--- config.mk ---
export PLATFORM = sky130hd
export DESIGN_NAME = esc_front
export DESIGN_NICKNAME = d
export VERILOG_FILES = /design/src/hdl/esc_pkg.sv /design/src/hdl/esc_front.sv
export SDC_FILE = /design/constraint.sdc
export NUM_CORES = 2
export LEC_CHECK = 0
export ABC_AREA = 1
export BUFFER_PORTS_ARGS = -buffer_cell sky130_fd_sc_hd__buf_2
export CORE_MARGIN = 2
export CORE_UTILIZATION = 30
export DETAILED_ROUTE_END_ITERATION = 10
export GPL_ROUTABILITY_DRIVEN = 0
export MAX_ROUTING_LAYER = met4
export PLACE_DENSITY = 0.44
export SLEW_MARGIN = 15
export SYNTH_ARGS = -nofsm -noshare
export SYNTH_HDL_FRONTEND = slang
export SYNTH_SLANG_ARGS = --single-unit
--- constraint.sdc ---
create_clock -name aclk -period 21.1 [get_ports aclk]
set_clock_uncertainty 0.15 [all_clocks]
set_input_delay 4.22 -clock aclk [delete_from_list [all_inputs] [get_ports aclk]]
set_output_delay 4.22 -clock aclk [all_outputs]
set_load 0.01 [all_outputs]
--- src/hdl/esc_pkg.sv ---
package esc_pkg;

    // Bus and storage sizes
    localparam int CFG_IDX_W   = 3;
    localparam int CFG_DATA_W  = 64;
    localparam int FIFO_DEPTH  = 4;
    localparam int DIV_BITS    = 64;

    // Compensation constants
    localparam logic [31:0] C_P_OFFSET = 32'd128000;
    localparam logic [31:0] C_P_BASE   = 32'd1048576;
    localparam logic [31:0] C_P_SCALE  = 32'd3125;
    localparam logic [31:0] C_H_OFFSET = 32'd76800;
    localparam logic [31:0] HUM_CLAMP  = 32'd419430400;
    localparam logic [31:0] C_H_ROUND  = 32'd16384;
    localparam logic [31:0] C_H_BIAS   = 32'd2097152;
    localparam logic [31:0] C_H_MID    = 32'd32768;
    localparam logic [31:0] C_H_RND2   = 32'd8192;

    // Register indexes
    typedef enum logic [CFG_IDX_W-1:0] {
        CFG_TEMP    = 3'd0,
        CFG_PRESS_A = 3'd1,
        CFG_PRESS_B = 3'd2,
        CFG_MIXED   = 3'd3,
        CFG_HUM     = 3'd4
    } cfg_idx_e;

    typedef struct packed {
        logic [15:0] t1;
        logic [15:0] t2;
        logic [15:0] t3;
        logic [15:0] p1;
        logic [15:0] p2;
        logic [15:0] p3;
        logic [15:0] p4;
        logic [15:0] p5;
        logic [15:0] p6;
        logic [15:0] p7;
        logic [15:0] p8;
        logic [15:0] p9;
        logic [7:0]  h1;
        logic [15:0] h2;
        logic [7:0]  h3;
        logic [11:0] h4;
        logic [11:0] h5;
        logic [7:0]  h6;
    } cal_t;

    typedef struct packed {
        logic [19:0] raw_temperature;
        logic [19:0] raw_pressure;
        logic [15:0] raw_humidity;
    } in_t;

    typedef struct packed {
        logic signed [31:0] temp_centi;
        logic [31:0]        pressure_q24_8;
        logic [16:0]        humidity_q22_10;
        logic               pressure_valid;
    } out_t;

    // Front pipeline stages
    typedef struct packed {
        logic [19:0]        raw_p;
        logic [15:0]        raw_h;
        logic signed [33:0] prod1;
        logic signed [33:0] sq2;
    } ft1_t;

    typedef struct packed {
        logic [19:0]        raw_p;
        logic [15:0]        raw_h;
        logic signed [22:0] v1t;
        logic signed [37:0] m2;
    } ft2_t;

    // Queue entry from front to back
    typedef struct packed {
        logic [19:0] raw_p;
        logic [15:0] raw_h;
        logic [31:0] tf;
        logic [31:0] temp;
    } fb_t;

    // Back pipeline working set
    typedef struct packed {
        logic [19:0] raw_p;
        logic [15:0] raw_h;
        logic [31:0] temp;
        logic [63:0] sq;
        logic [63:0] v1p5;
        logic [63:0] v1p2;
        logic [31:0] h5v;
        logic [31:0] hvh6;
        logic [31:0] hvh3;
        logic [63:0] v2;
        logic [63:0] v1a;
        logic [31:0] ha;
        logic [31:0] hb1;
        logic [31:0] hb2;
        logic [63:0] v1b;
        logic [63:0] num;
        logic [31:0] hb;
        logic [31:0] hc;
        logic [63:0] num_abs;
        logic [63:0] den_abs;
        logic        neg;
        logic        zero;
        logic [31:0] hv2;
        logic [31:0] sqh;
        logic [16:0] hum;
    } bk_t;

    typedef struct packed {
        logic [31:0] temp;
        logic [16:0] hum;
        logic        zero;
    } dv_side_t;

    typedef struct packed {
        logic [DIV_BITS-1:0] num;
        logic [DIV_BITS-1:0] den;
        logic                neg;
        dv_side_t            side;
    } dv_in_t;

    typedef struct packed {
        logic [DIV_BITS-1:0] quo;
        logic                neg;
        dv_side_t            side;
    } dv_out_t;

    typedef struct packed {
        logic [DIV_BITS-1:0] rem;
        logic [DIV_BITS-1:0] nq;
        logic [DIV_BITS-1:0] den;
        logic                neg;
        dv_side_t            side;
    } dv_stage_t;

    // Post-division working set
    typedef struct packed {
        logic [63:0] q;
        logic [63:0] qp8;
        logic [63:0] pp0;
        logic [31:0] pp1;
        logic [63:0] ss;
        logic [63:0] m9;
        logic [31:0] temp;
        logic [16:0] hum;
        logic        zero;
    } pk_t;

endpackage

--- src/hdl/esc_front.sv ---
module esc_front (
    input  logic          aclk,
    input  logic          aresetn,
    input  logic          s_valid,
    output logic          s_ready,
    input  esc_pkg::in_t  s_data,
    input  esc_pkg::cal_t cal,
    output logic          fb_valid,
    input  logic          fb_ready,
    output esc_pkg::fb_t  fb_data
);

    esc_pkg::ft1_t f1_reg, f1_next;
    esc_pkg::ft2_t f2_reg, f2_next;
    esc_pkg::fb_t  f3_reg, f3_next;
    logic          f1_valid_reg, f2_valid_reg, f3_valid_reg;
    logic          en;

    logic signed [17:0] d1;
    logic signed [16:0] d2;
    logic signed [31:0] tf;
    logic signed [31:0] t5;

    // Advance unless the last stage is blocked by the queue
    assign en      = !f3_valid_reg || fb_ready;
    assign s_ready = en;

    // Stage 1: raw differences and first products
    always_comb begin
        d1 = $signed({1'b0, s_data.raw_temperature[19:3]}) - $signed({1'b0, cal.t1, 1'b0});
        d2 = $signed({1'b0, s_data.raw_temperature[19:4]}) - $signed({1'b0, cal.t1});
        f1_next.raw_p = s_data.raw_pressure;
        f1_next.raw_h = s_data.raw_humidity;
        f1_next.prod1 = d1 * $signed(cal.t2);
        f1_next.sq2   = d2 * d2;
    end

    // Stage 2: scale and apply the curvature coefficient
    always_comb begin
        f2_next.raw_p = f1_reg.raw_p;
        f2_next.raw_h = f1_reg.raw_h;
        f2_next.v1t   = 23'(f1_reg.prod1 >>> 11);
        f2_next.m2    = $signed(f1_reg.sq2[33:12]) * $signed(cal.t3);
    end

    // Stage 3: fine temperature and centidegrees
    always_comb begin
        tf = 32'(f2_reg.v1t) + 32'(f2_reg.m2 >>> 14);
        t5 = tf + (tf <<< 2) + 32'sd128;
        f3_next.raw_p = f2_reg.raw_p;
        f3_next.raw_h = f2_reg.raw_h;
        f3_next.tf    = tf;
        f3_next.temp  = t5 >>> 8;
    end

    always_ff @(posedge aclk) begin
        if (!aresetn) begin
            f1_valid_reg <= 1'b0;
            f2_valid_reg <= 1'b0;
            f3_valid_reg <= 1'b0;
        end else if (en) begin
            f1_valid_reg <= s_valid;
            f2_valid_reg <= f1_valid_reg;
            f3_valid_reg <= f2_valid_reg;
        end
    end

    always_ff @(posedge aclk) begin
        if (en) begin
            f1_reg <= f1_next;
            f2_reg <= f2_next;
            f3_reg <= f3_next;
        end
    end

    assign fb_valid = f3_valid_reg;
    assign fb_data  = f3_reg;

endmodule

==> metrics.txt <==
status=finished clean; share of cells above drive strength 1=0.05909; RSZ-0062 raised after global routing=false; Synth area leader=fa_1; clock tree root buffer cell=clkbuf_16; main combinational cell family by area after synthesis=adder cells; Crit Path Max Fanout=28; Detailed Routing Iterations Pass 1=6; initial core utilization=0.3026; Max-cap violations=0; synth cell count leaders=1400 x inv_1, 1183 x nand2_1, 901 x fa_1; met1 WL=roughly 59 mm; Routed WL=~130 mm; setup violators final=0; post-route ant nets=0; total track usage=0.1709; Largest register FFs=83; routed vias=between 30000 and 40000; first-pass GRT wire length=205.2 mm; # rows=143; worst min-delay path category=register to register; Die Y=just under 400 um; Slew headroom=0.2512; grt ovf=0; Final Hold Fails=0; CTS Buf Count=27; crit-path max cell delay=0.93 ns; P&R area growth vs syn=8.494%; hold slack=0.2673 ns; worst-skew pair later-pin latency=about 0.58 ns; H-tree levels=1; vias in the first global route=between 30000 and 40000; Seq/Total Area, Yosys=0.1616; Die Wd=395.9 um; I/O Pins=418; TritonCTS clock tree=done; # Post-CTS Setup Buffers=0; Least-Margin Pin Slew=about 1.1 ns; Final Cycle Share=0.5655; drt drc=0; setup TNS=0 ns; top layer in use=met4; Post-synth EDFFs=246; XOR/XNOR Fraction of Synth Area=0.01955; Seq cells post-synth=~250; Synth Area in Compound Gates=0.04377; Syn Area/Cell=8.606 um2; met2 WL=60.13 mm; Post-Synth Simple-Gate Area=0.1601; library cells used by synthesis=45; post-CTS sizing=0; Syn Std Cell Area=0.04608 mm2; post-synth top area share=0.3915; Yosys warnings=0; multiplexer share of the synthesized area=0; initial antenna violation count=5; core footprint=about 0.15 mm2; Synth Flop Type=edfxtp_1; clk sink count=between 200 and 250; pin count of the biggest net entering global routing=102; metal3 WL=4.996 mm; Post-synth ARST share=0; Max Clk Rate=roughly 84 MHz; Worst setup EP type=register; cells taking the most area after synthesis=fa_1 39%, edfxtp_1 16%, inv_1 11%, nand2_1 9.6%, ha_1 9.3%; kind of critical path=input port to register; port buffer count=206; Crit path top cell by count=nand2_1; slowest CP cell=fa_1; Worst Path Arrival=12.12 ns; Post-Syn Instances=5354; initial DRC count=1996; fin crit period=11.93 ns; CTS Hold Bufs=0; die area=approximately 0.16 mm2; Clock transition at path regs=0.06 ns; nets@finish=roughly 7000; vias per std cell=4.448; most frequent cell after synthesis=inv_1; CTS Buffer Depth=3; wire per inst=16.76 um; required time worst endpoint=roughly 21 ns; Synth Area in Adders=0.4849; crit start category=input port; Pins Over Slew Limit=0; dpl hpwl=103.9 mm; Mapped Nets=6915
[layer usage]
metal | GRT usage | up-vias
met2 | 0.2829 | 593
met1 | 0.2319 | 16720
li1 | - | 16040
met3 | 0.01611 | 81
met5 | - | -
met4 | 0.02600 | 0
[placed cells by master, fill, tap and decap left out, types with 17 or more instances in the layout]
cell type  Yosys  routed
inv_1       1400    1399
nand2_1     1183    1183
fa_1         901     901
nor2_1       425     424
ha_1         344     344
edfxtp_1     246     246
buf_2         22     206
a21oi_1      158     158
nand3_1      120     120
o21ai_0       97      97
xor2_1        69      68
nor3_1        32      32
xnor2_1       32      32
clkbuf_16      0      27
or2_2         26      26
o21bai_1      25      25
a21o_1        22      22
nand4_1       19      19
buf_4         26      17
[metrics by stage]
step	cells	utilization	setup slack, ns	area (um2)
2_1_floorplan	5354	-	7.622	46080
3_3_place_gp	7464	0.3225	8.591	49100
3_5_place_dp	7464	0.3225	8.519	49100
4_1_cts	7513	0.3283	9.149	49980
5_1_grt	7517	0.3283	8.641	49990
6_report	7517	0.3283	9.168	49990
[critical path, delay by kind of cell]
kind	cells	cell delay (ns)
AOI/OAI and AO/OA	2	0.33
buffers and inverters	9	1.64
adders and majority gates	9	4.51
and+or+nand+nor	13	1.38
[area by class of cell]
class	count	area, um2
flip-flops and latches	249	7447
clock buffers	35	755.7
inverters	1410	5300
fillers	16190	102300
clock inverters	14	120.1
repair buffers	223	1159
diodes	4	10.01
multi-input cells	3552	32660
well taps	2030	2540
[final timing paths]
path | end | start | cells after the start | slack (ns)
hold reg to reg | f2_reg[77]$_DFFE_PP_ | f1_reg[84]$_DFFE_PP_ | 0 | 0.27
hold / removal | f2_reg[77]$_DFFE_PP_ | f1_reg[84]$_DFFE_PP_ | 0 | 0.27
setup reg to reg | f2_reg[31]$_DFFE_PP_ | f1_reg[33]$_DFFE_PP_ | 19 | 14.49
setup / recovery | f1_reg[33]$_DFFE_PP_ | s_data[40] | 33 | 9.17
[logic make-up (layout without fill, tap and decap cells)]
kind of cell               Yosys count  count (layout)
and+or+nand+nor                   1849            1849
DFF                                249             249
AOI/OAI and AO/OA                  356             356
xor gates and xnor gates           102             102
other                                0               4
buffers and inverters             1553            1682
adders and majority gates         1245            1245
Power is left out: the tool's default activity adds up to more than one toggle a clock period on the data nets, which glitch-free logic cannot reach.
