### src/hdl/esc_pkg.sv
package esc_pkg;

    // Bus and storage sizes
    localparam int CFG_IDX_W   = 3;
    localparam int CFG_DATA_W  = 64;
    localparam int FIFO_DEPTH  = 4;
    localparam int DIV_BITS    = 64;

    // Compensation constants
    localparam logic [31:0] C_P_OFFSET = 32'd128000;
    localparam logic [31:0] C_P_BASE   = 32'd1048576;
    localparam logic [31:0] C_P_SCALE  = 32'd3125;
    localparam logic [31:0] C_H_OFFSET = 32'd76800;
    localparam logic [31:0] HUM_CLAMP  = 32'd419430400;
    localparam logic [31:0] C_H_ROUND  = 32'd16384;
    localparam logic [31:0] C_H_BIAS   = 32'd2097152;
    localparam logic [31:0] C_H_MID    = 32'd32768;
    localparam logic [31:0] C_H_RND2   = 32'd8192;

    // Register indexes
    typedef enum logic [CFG_IDX_W-1:0] {
        CFG_TEMP    = 3'd0,
        CFG_PRESS_A = 3'd1,
        CFG_PRESS_B = 3'd2,
        CFG_MIXED   = 3'd3,
        CFG_HUM     = 3'd4
    } cfg_idx_e;

    typedef struct packed {
        logic [15:0] t1;
        logic [15:0] t2;
        logic [15:0] t3;
        logic [15:0] p1;
        logic [15:0] p2;
        logic [15:0] p3;
        logic [15:0] p4;
        logic [15:0] p5;
        logic [15:0] p6;
        logic [15:0] p7;
        logic [15:0] p8;
        logic [15:0] p9;
        logic [7:0]  h1;
        logic [15:0] h2;
        logic [7:0]  h3;
        logic [11:0] h4;
        logic [11:0] h5;
        logic [7:0]  h6;
    } cal_t;

    typedef struct packed {
        logic [19:0] raw_temperature;
        logic [19:0] raw_pressure;
        logic [15:0] raw_humidity;
    } in_t;

    typedef struct packed {
        logic signed [31:0] temp_centi;
        logic [31:0]        pressure_q24_8;
        logic [16:0]        humidity_q22_10;
        logic               pressure_valid;
    } out_t;

    // Front pipeline stages
    typedef struct packed {
        logic [19:0]        raw_p;
        logic [15:0]        raw_h;
        logic signed [33:0] prod1;
        logic signed [33:0] sq2;
    } ft1_t;

    typedef struct packed {
        logic [19:0]        raw_p;
        logic [15:0]        raw_h;
        logic signed [22:0] v1t;
        logic signed [37:0] m2;
    } ft2_t;

    // Queue entry from front to back
    typedef struct packed {
        logic [19:0] raw_p;
        logic [15:0] raw_h;
        logic [31:0] tf;
        logic [31:0] temp;
    } fb_t;

    // Back pipeline working set
    typedef struct packed {
        logic [19:0] raw_p;
        logic [15:0] raw_h;
        logic [31:0] temp;
        logic [63:0] sq;
        logic [63:0] v1p5;
        logic [63:0] v1p2;
        logic [31:0] h5v;
        logic [31:0] hvh6;
        logic [31:0] hvh3;
        logic [63:0] v2;
        logic [63:0] v1a;
        logic [31:0] ha;
        logic [31:0] hb1;
        logic [31:0] hb2;
        logic [63:0] v1b;
        logic [63:0] num;
        logic [31:0] hb;
        logic [31:0] hc;
        logic [63:0] num_abs;
        logic [63:0] den_abs;
        logic        neg;
        logic        zero;
        logic [31:0] hv2;
        logic [31:0] sqh;
        logic [16:0] hum;
    } bk_t;

    typedef struct packed {
        logic [31:0] temp;
        logic [16:0] hum;
        logic        zero;
    } dv_side_t;

    typedef struct packed {
        logic [DIV_BITS-1:0] num;
        logic [DIV_BITS-1:0] den;
        logic                neg;
        dv_side_t            side;
    } dv_in_t;

    typedef struct packed {
        logic [DIV_BITS-1:0] quo;
        logic                neg;
        dv_side_t            side;
    } dv_out_t;

    typedef struct packed {
        logic [DIV_BITS-1:0] rem;
        logic [DIV_BITS-1:0] nq;
        logic [DIV_BITS-1:0] den;
        logic                neg;
        dv_side_t            side;
    } dv_stage_t;

    // Post-division working set
    typedef struct packed {
        logic [63:0] q;
        logic [63:0] qp8;
        logic [63:0] pp0;
        logic [31:0] pp1;
        logic [63:0] ss;
        logic [63:0] m9;
        logic [31:0] temp;
        logic [16:0] hum;
        logic        zero;
    } pk_t;

endpackage

### src/hdl/esc_fifo.sv
module esc_fifo #(
    parameter int DEPTH = esc_pkg::FIFO_DEPTH
) (
    input  logic         aclk,
    input  logic         aresetn,
    input  logic         wr_valid,
    output logic         wr_ready,
    input  esc_pkg::fb_t wr_data,
    output logic         rd_valid,
    input  logic         rd_ready,
    output esc_pkg::fb_t rd_data
);

    localparam int PTR_W = $clog2(DEPTH);
    localparam int CNT_W = $clog2(DEPTH + 1);

    esc_pkg::fb_t     mem_reg [DEPTH];
    esc_pkg::fb_t     head_reg;
    logic             head_valid_reg, head_valid_next;
    logic [PTR_W-1:0] wr_ptr_reg, wr_ptr_next;
    logic [PTR_W-1:0] rd_ptr_reg, rd_ptr_next;
    logic [CNT_W-1:0] cnt_reg, cnt_next;
    logic             push, pop, load;

    assign wr_ready = cnt_reg != CNT_W'(DEPTH);
    assign rd_valid = head_valid_reg;
    assign rd_data  = head_reg;
    assign push     = wr_valid && wr_ready;
    assign pop      = head_valid_reg && rd_ready;
    // Refill the head register whenever it is empty or being taken
    assign load     = (cnt_reg != '0) && (!head_valid_reg || rd_ready);

    // Advance pointers with wrap, track fill
    always_comb begin
        wr_ptr_next = wr_ptr_reg;
        rd_ptr_next = rd_ptr_reg;
        if (push) begin
            wr_ptr_next = (wr_ptr_reg == PTR_W'(DEPTH - 1)) ? '0 : wr_ptr_reg + 1'b1;
        end
        if (load) begin
            rd_ptr_next = (rd_ptr_reg == PTR_W'(DEPTH - 1)) ? '0 : rd_ptr_reg + 1'b1;
        end
        cnt_next        = cnt_reg + CNT_W'(push) - CNT_W'(load);
        head_valid_next = load || (head_valid_reg && !pop);
    end

    always_ff @(posedge aclk) begin
        if (!aresetn) begin
            wr_ptr_reg     <= '0;
            rd_ptr_reg     <= '0;
            cnt_reg        <= '0;
            head_valid_reg <= 1'b0;
        end else begin
            wr_ptr_reg     <= wr_ptr_next;
            rd_ptr_reg     <= rd_ptr_next;
            cnt_reg        <= cnt_next;
            head_valid_reg <= head_valid_next;
        end
    end

    // Store on push, read the oldest entry into the head register
    always_ff @(posedge aclk) begin
        if (push) begin
            mem_reg[wr_ptr_reg] <= wr_data;
        end
        if (load) begin
            head_reg <= mem_reg[rd_ptr_reg];
        end
    end

endmodule

### config.mk
export PLATFORM = sky130hd
export DESIGN_NAME = esc_fifo
export DESIGN_NICKNAME = d
export VERILOG_FILES = /design/src/hdl/esc_pkg.sv /design/src/hdl/esc_fifo.sv
export SDC_FILE = /design/constraint.sdc
export NUM_CORES = 1
export LEC_CHECK = 0
export BUFFER_PORTS_ARGS = -buffer_cell sky130_fd_sc_hd__buf_4
export CORE_AREA = 4 4 205 207
export CTS_BUF_LIST = sky130_fd_sc_hd__clkbuf_4 sky130_fd_sc_hd__clkbuf_8 sky130_fd_sc_hd__clkbuf_16
export DETAILED_ROUTE_END_ITERATION = 10
export DIE_AREA = 0 0 209 211
export GPL_TIMING_DRIVEN = 0
export HOLD_SLACK_MARGIN = 0.1
export MAX_ROUTING_LAYER = met4
export PLACE_DENSITY = 0.74
export SETUP_SLACK_MARGIN = 0.5
export SLEW_MARGIN = 20
export SYNTH_ARGS = -nofsm -noshare
export SYNTH_HDL_FRONTEND = slang
export SYNTH_SLANG_ARGS = --single-unit
### constraint.sdc
create_clock -name aclk -period 11.45 [get_ports aclk]
set_input_delay 2.29 -clock aclk [delete_from_list [all_inputs] [get_ports aclk]]
set_output_delay 2.29 -clock aclk [all_outputs]
set_load 0.01 [all_outputs]
==> qor.yml, run 1 <==
min_path:
  worstHoldPathCells: 2
  min_to: "wr_ptr_reg[0]$_SDFFE_PN0P_"
  hold_start: "wr_ptr_reg[0]$_SDFFE_PN0P_"
  hp-class: "reg -> reg"
final_layout:
  largest_reg_flops: 400
  area_growth_pct: 23.72
  fillers: 2987
  drive_gt1_share_pct: 43.28
  finalCoreUtilization_pct: 54.89
  nets: 1062
yosys:
  synth_edf_count: 500
  synth-adder-area-share_pct: 0.6008
  synth_warnings: 0
  synth_xor_area_share_pct: 0.09781
  synthArstFlopShare_pct: 0
  syn-num-nets: 787
  synth_area_um2: 17910
  synth_cell_type_count: 24
  syn-instance-count: 675
  synth.most_common_cell: "edfxtp_1"
  yosysTopAreaCell: "edfxtp_1"
  synth-compound-area-share_pct: 0.09781
  avgSynthCellArea_um2: 26.53
  ys_top_cells_by_count: "edfxtp_1, mux4_2, buf_2, buf_6"
  synthMuxAreaShare_pct: 12.74
  synthFlopType: "edfxtp_1"
  synth_top_area_share_pct: 83.83
  synth_area_leaders: "edfxtp_1, mux4_2, dfxtp_1"
  synth-simple-area-share_pct: 0.6427
  synth_top_family_by_area: "multiplexers"
  ys_seq_elements: 508
  ys_seq_area_share_pct: 84.73
floorplan:
  dieWidth_um: 209
  die_area_um2: 44100
  coreArea_um2: 40370
  placementRows: 74
  fp.dieH_um: 211
  io_pins: 206
  start_util_pct: 44.37
cts:
  cts_max_level: 2
  postCtsSetupBuffers: 0
  cts_buffers: 52
  cts.sinks: 508
  clockRootBuffer: "clkbuf_16"
  cts_resized: 0
  clk_latency_ps: 580
  cts-hold-fix-buffers: 0
  clock_path_buffers: 3
  path_clk_slew_ps: 60
  cts_tree: "done"
detailed_routing:
  drc: 0
  routed_via_density: 5.136
  ant_nets: 0
  wl_um: 34450
  post_drt_wl_per_cell_um: 22.61
  via_count: 7828
  drt_iter0_markers: 504
  first_pass_iters: 5
critical_path:
  crit_type: "in -> reg"
  critPathMaxFanout: 14
  reg2reg_setup_slack_ps: 8690
  r2r-start: "cnt_reg[1]$_SDFF_PN0_"
  reg2reg_depth: 11
  cp-start-kind: "input port"
  cp_data_arrival_time_ps: 4570
  crit_path_start: "rd_ready"
  timing.rr.end: "cnt_reg[2]$_SDFF_PN0_"
  end_kind: "register"
  cp_data_required_time_ps: 11920
timing:
  max-slew-margin-rel_pct: 47.71
  period_share_pct: 35.87
  setup_viol: 0
  worstMarginPinSlew_ps: 784.3
  grt_setup_unrepaired: "no"
  hold_viol_final: 0
  layout_min_cycle_time_ps: 4107
  fmax_mhz: 243.5
  drv_slew: 0
  fin_ws_ps: 7343
  finalClockSkew_ps: 17.76
place:
  place.gp.congestion: 0.6942
  hpwl_um: 21510
  port-buffer-count: 205
  dpl_worst_slack_ps: 6725
power:
  p_per_area_nw_per_um2: 251.8
  leakage_uw: 0.007476
  p_total_uw: 5580
  peakVddDrop_mv: 0.1474
global_routing:
  antenna_found_initial: 2
  grt_pass1_wl_um: 51960
  global_route.usage.total_pct: 16.18
  grt_max_degree: 44
  grt_pass1_vias: 8436
  grt_remaining_overflow: 0
status:
  status: "finished clean"
run:
  maxCapViolations: 0
==> metrics by stage <==
stage / cell area [um^2] / cells / setup TNS, ps / hold WS (ps)
floorplan: 17910 / 675 / 0 / 467.7
global placement: 20110 / 1412 / -91470 / 486.7
detailed placement: 20510 / 1428 / 0 / 511.3
CTS: 22150 / 1521 / 0 / 520.5
global route: 22160 / 1523 / 0 / 547.9
finish: 22160 / 1524 / 0 / 524.3
==> final cells by class <==
class | count | area (um^2) | area share [%]
repair buffers | 221 | 1907 | 8.606
diodes | 3 | 7.507 | 0.03388
inverters | 6 | 22.52 | 0.1016
clock inverters | 30 | 257.7 | 1.163
plain buffers | 24 | 172.7 | 0.7793
multi-input cells | 137 | 2566 | 11.58
well taps | 532 | 665.6 | 3.004
flip-flops and latches | 508 | 15170 | 68.49
clock buffers | 63 | 1384 | 6.245
==> placed cells by master, fill, tap and decap left out, drive strengths merged, types with 3 or more instances in the layout <==
| cell | n |
|---|---|
| clkinv | 21 |
| edfxtp | 500 |
| mux2i | 3 |
| and2 | 3 |
| clkbuf | 68 |
| inv | 10 |
| diode | 3 |
| and3 | 4 |
| nand2 | 8 |
| buf | 240 |
| ha | 7 |
| mux4 | 100 |
| bufinv | 3 |
| dfxtp | 8 |
==> report_power, final <==
group          internal (uW)  switching, uW  total, uW
Combinational            673            670       1340
Sequential              2520            111       2630
Clock                    932            678       1610
==> metal layers <==
metal | GRT usage (%) | routed length, um | up-vias
li1 | - | - | 3440
met1 | 21.15 | 14370 | 4117
met2 | 25.45 | 17030 | 215
met3 | 4.500 | 2348 | 56
met4 | 4.523 | 703 | 0
met5 | - | 0 | -
==> cell families after synthesis <==
logic type               count (synthesis)
AND/OR/NAND/NOR                         21
buffers and inverters                   30
adder cells (fa/ha/maj)                  8
AO/OA/AOI/OAI                            3
flip-flops                             508
XOR/XNOR                                 2
multiplexers                           103
==> worst max-delay path by stage <==
stage	cells after the start	endpoint	slack [ps]
after floorplan	10	cnt_reg[2]$_SDFF_PN0_	2080
after global placement	11	cnt_reg[2]$_SDFF_PN0_	-2560
after detailed placement	12	cnt_reg[2]$_SDFF_PN0_	6720
after CTS	12	cnt_reg[2]$_SDFF_PN0_	7320
after global routing	12	cnt_reg[2]$_SDFF_PN0_	7150
final	12	cnt_reg[2]$_SDFF_PN0_	7340
==> worst max-delay path, cell delays in order <==
cell and delay, ps:
buf_4 80, inv_1 60, a21oi_4 570, buf_16 240, ha_1 240, inv_1 60, ha_1 140, inv_1 50
fa_1 400, xnor2_1 150, xnor2_1 130, and2_1 150
No activity file was read; power rests on OpenSTA's default activity.
==> run 2: changes to the inputs <==
==> constraint.sdc (replaced) <==
create_clock -name aclk -period 3.8 [get_ports aclk]
set_input_delay 0.76 -clock aclk [delete_from_list [all_inputs] [get_ports aclk]]
set_output_delay 0.76 -clock aclk [all_outputs]
set_load 0.01 [all_outputs]
==> run 2 against run 1 <==
  * Die area unchanged
  * Worst setup slack got worse by 6100 ps
  * Sequential power increased to 3.0 times the previous value
  * Core utilization increased by 0.21 points
  * Highest routed layer unchanged
  * First-iteration DRC count decreased by 19%
  * Final cell count about the same
  * Global-route usage increased by 0.14 points
  * Combinational power increased to 3.0 times the previous value
  * Critical path type is now reg -> reg
  * Critical endpoint unchanged
  * Clock power increased to 3.1 times the previous value
  * Via count unchanged
  * Flip-flop and latch count unchanged
==> qor.yml, run 2 (synthesis gave the netlist of run 1 again) <==
min_path:
  worstHoldPathCells: 1  # was 2
  hp-class: "in -> reg"  # was reg -> reg
timing:
  finalSetupTns_ps: 0  # unchanged
  fmax_mhz: 386.4
  hold_viol_final: 0  # unchanged
  grt_setup_unrepaired: "no"  # unchanged
  finalClockSkew_ps: 16.20  # was 17.76 ps
  setup_viol: 0  # unchanged
  worstMarginPinSlew_ps: 725.6  # was 784.3 ps
  period_share_pct: 68.10
  hold_slack_ps: 367.9  # was 524.3 ps
  max-slew-margin-rel_pct: 51.63  # was 47.71%
  layout_min_cycle_time_ps: 2588
  drv_slew: 0  # unchanged
power:
  peakVddDrop_mv: 0.4700  # was 0.1474 mV
  leakage_uw: 0.007521  # was 0.007476 uW
  p_per_area_nw_per_um2: 764.9  # was 251.8 nW/um^2
final_layout:
  mostFrequentLayoutCell: "edfxtp_1"  # unchanged
  fillers: 3048  # was 2987
  area_growth_pct: 24.19  # was 23.72%
  drive_gt1_share_pct: 44.25  # was 43.28%
  nets: 1061  # was 1062
  finalCoreUtilization_pct: 55.10  # was 54.89%
  seqCellArea_um2: 15170  # unchanged
  multi_input_area_um2: 2576  # was 2566 um^2
  most-common-layout-cells: "edfxtp_1, buf_4, mux4_2, clkbuf_16, clkinv_2"  # was edfxtp_1, buf_4, mux4_2, clkbuf_16
  largest_reg_flops: 400  # unchanged
cts:
  cts.sinks: 508  # unchanged
  clockRootBuffer: "clkbuf_16"  # unchanged
  cts_buffers: 51  # was 52
  clock_path_buffers: 3  # unchanged
  cts-hold-fix-buffers: 0  # unchanged
  clk_latency_ps: 590  # was 580 ps
  path_clk_slew_ps: 60  # about the same
  cts_tree: "done"  # unchanged
  cts_max_level: 2  # unchanged
  postCtsSetupBuffers: 0  # unchanged
  cts_resized: 0  # unchanged
detailed_routing:
  drt_iter0_markers: 408  # was 504
  first_pass_iters: 4  # was 5
  wl_um: 34060  # was 34450 um
  post_drt_wl_per_cell_um: 22.34  # was 22.61 um
  via_count: 7828  # unchanged
  routed_via_density: 5.133  # was 5.136
  ant_nets: 0  # unchanged
  drc: 0  # unchanged
floorplan:
  placementRows: 74  # unchanged
  coreArea_um2: 40370  # unchanged
  start_util_pct: 44.37  # unchanged
  fp.dieH_um: 211  # unchanged
  io_pins: 206  # unchanged
  die_area_um2: 44100  # unchanged
  dieWidth_um: 209  # unchanged
global_routing:
  antenna_found_initial: 1  # was 2
  grt_pass1_wl_um: 52450  # was 51960 um
  grt_pass1_vias: 8574  # was 8436
  grt_remaining_overflow: 0  # unchanged
  grt_max_degree: 39  # was 44
  global_route.usage.total_pct: 16.33  # was 16.18%
critical_path:
  cp_data_arrival_time_ps: 3080  # was 4570 ps
  reg2reg_depth: 10  # was 11
  cp-start-kind: "register"  # was input port
  critPathMaxFanout: 12  # was 14
  end_kind: "register"  # unchanged
  crit_type: "reg -> reg"  # was in -> reg
  cp_data_required_time_ps: 4290  # was 11920 ps
place:
  place.gp.congestion: 0.7061  # was 0.6942
  port-buffer-count: 205  # unchanged
  hpwl_um: 21340  # was 21510 um
status:
  status: "finished clean"  # unchanged
run:
  maxCapViolations: 0  # unchanged
-- run 2: final timing paths --
kind              slack, ps                          to                  startpoint
setup / recovery       1210       cnt_reg[2]$_SDFF_PN0_       cnt_reg[1]$_SDFF_PN0_
hold / removal          370    mem_reg[3][36]$_DFFE_PP_                 wr_data[36]
setup reg to reg       1210       cnt_reg[2]$_SDFF_PN0_       cnt_reg[1]$_SDFF_PN0_
hold reg to reg         510  wr_ptr_reg[0]$_SDFFE_PN0P_  wr_ptr_reg[0]$_SDFFE_PN0P_
-- run 2: critical path, stage by stage (launching register included) --
cell and delay [ps]:
dfxtp_1 450, nor3_1 140, a21oi_4 540, ha_1 340, inv_1 50, ha_1 130
inv_1 50, fa_2 350, xnor2_2 150, xnor2_1 120, and2_1 150
-- run 2: cell type report --
type,instances,area share [%]
clock buffer,58,5.974
sequential,508,68.23
buffer,24,0.7763
timing repair buffer,221,8.607
multi-input combinational,137,11.58
clock inverter,38,1.671
tap,532,2.993
antenna,1,0.01125
inverter,6,0.1575
-- run 2: through the flow --
stage | setup slack [ps] | cells | instance area, um^2 | power [uW]
finish | 1212 | 1525 | 22240 | 17010
detailed placement | 866.5 | 1428 | 20540 | 12250
global route | 1041 | 1525 | 22240 | 17840
CTS | 1190 | 1524 | 22240 | 17320
global placement | -2004 | 1412 | 20150 | 11950
floorplan | -277.6 | 675 | 17940 | 10130
-- run 2: metal layers --
metal / routed length (um) / GRT usage [%] / part of all wire, %
met3: 2582 / 4.352 / 7.6
met5: 0 / - / 0
met4: 803 / 5.086 / 2.4
met1: 13960 / 21.32 / 41
met2: 16710 / 25.57 / 49
-- run 2: power by group --
group	internal [uW]	switching (uW)
combinational	2040	2040
sequential	7580	325
clock	2940	2080
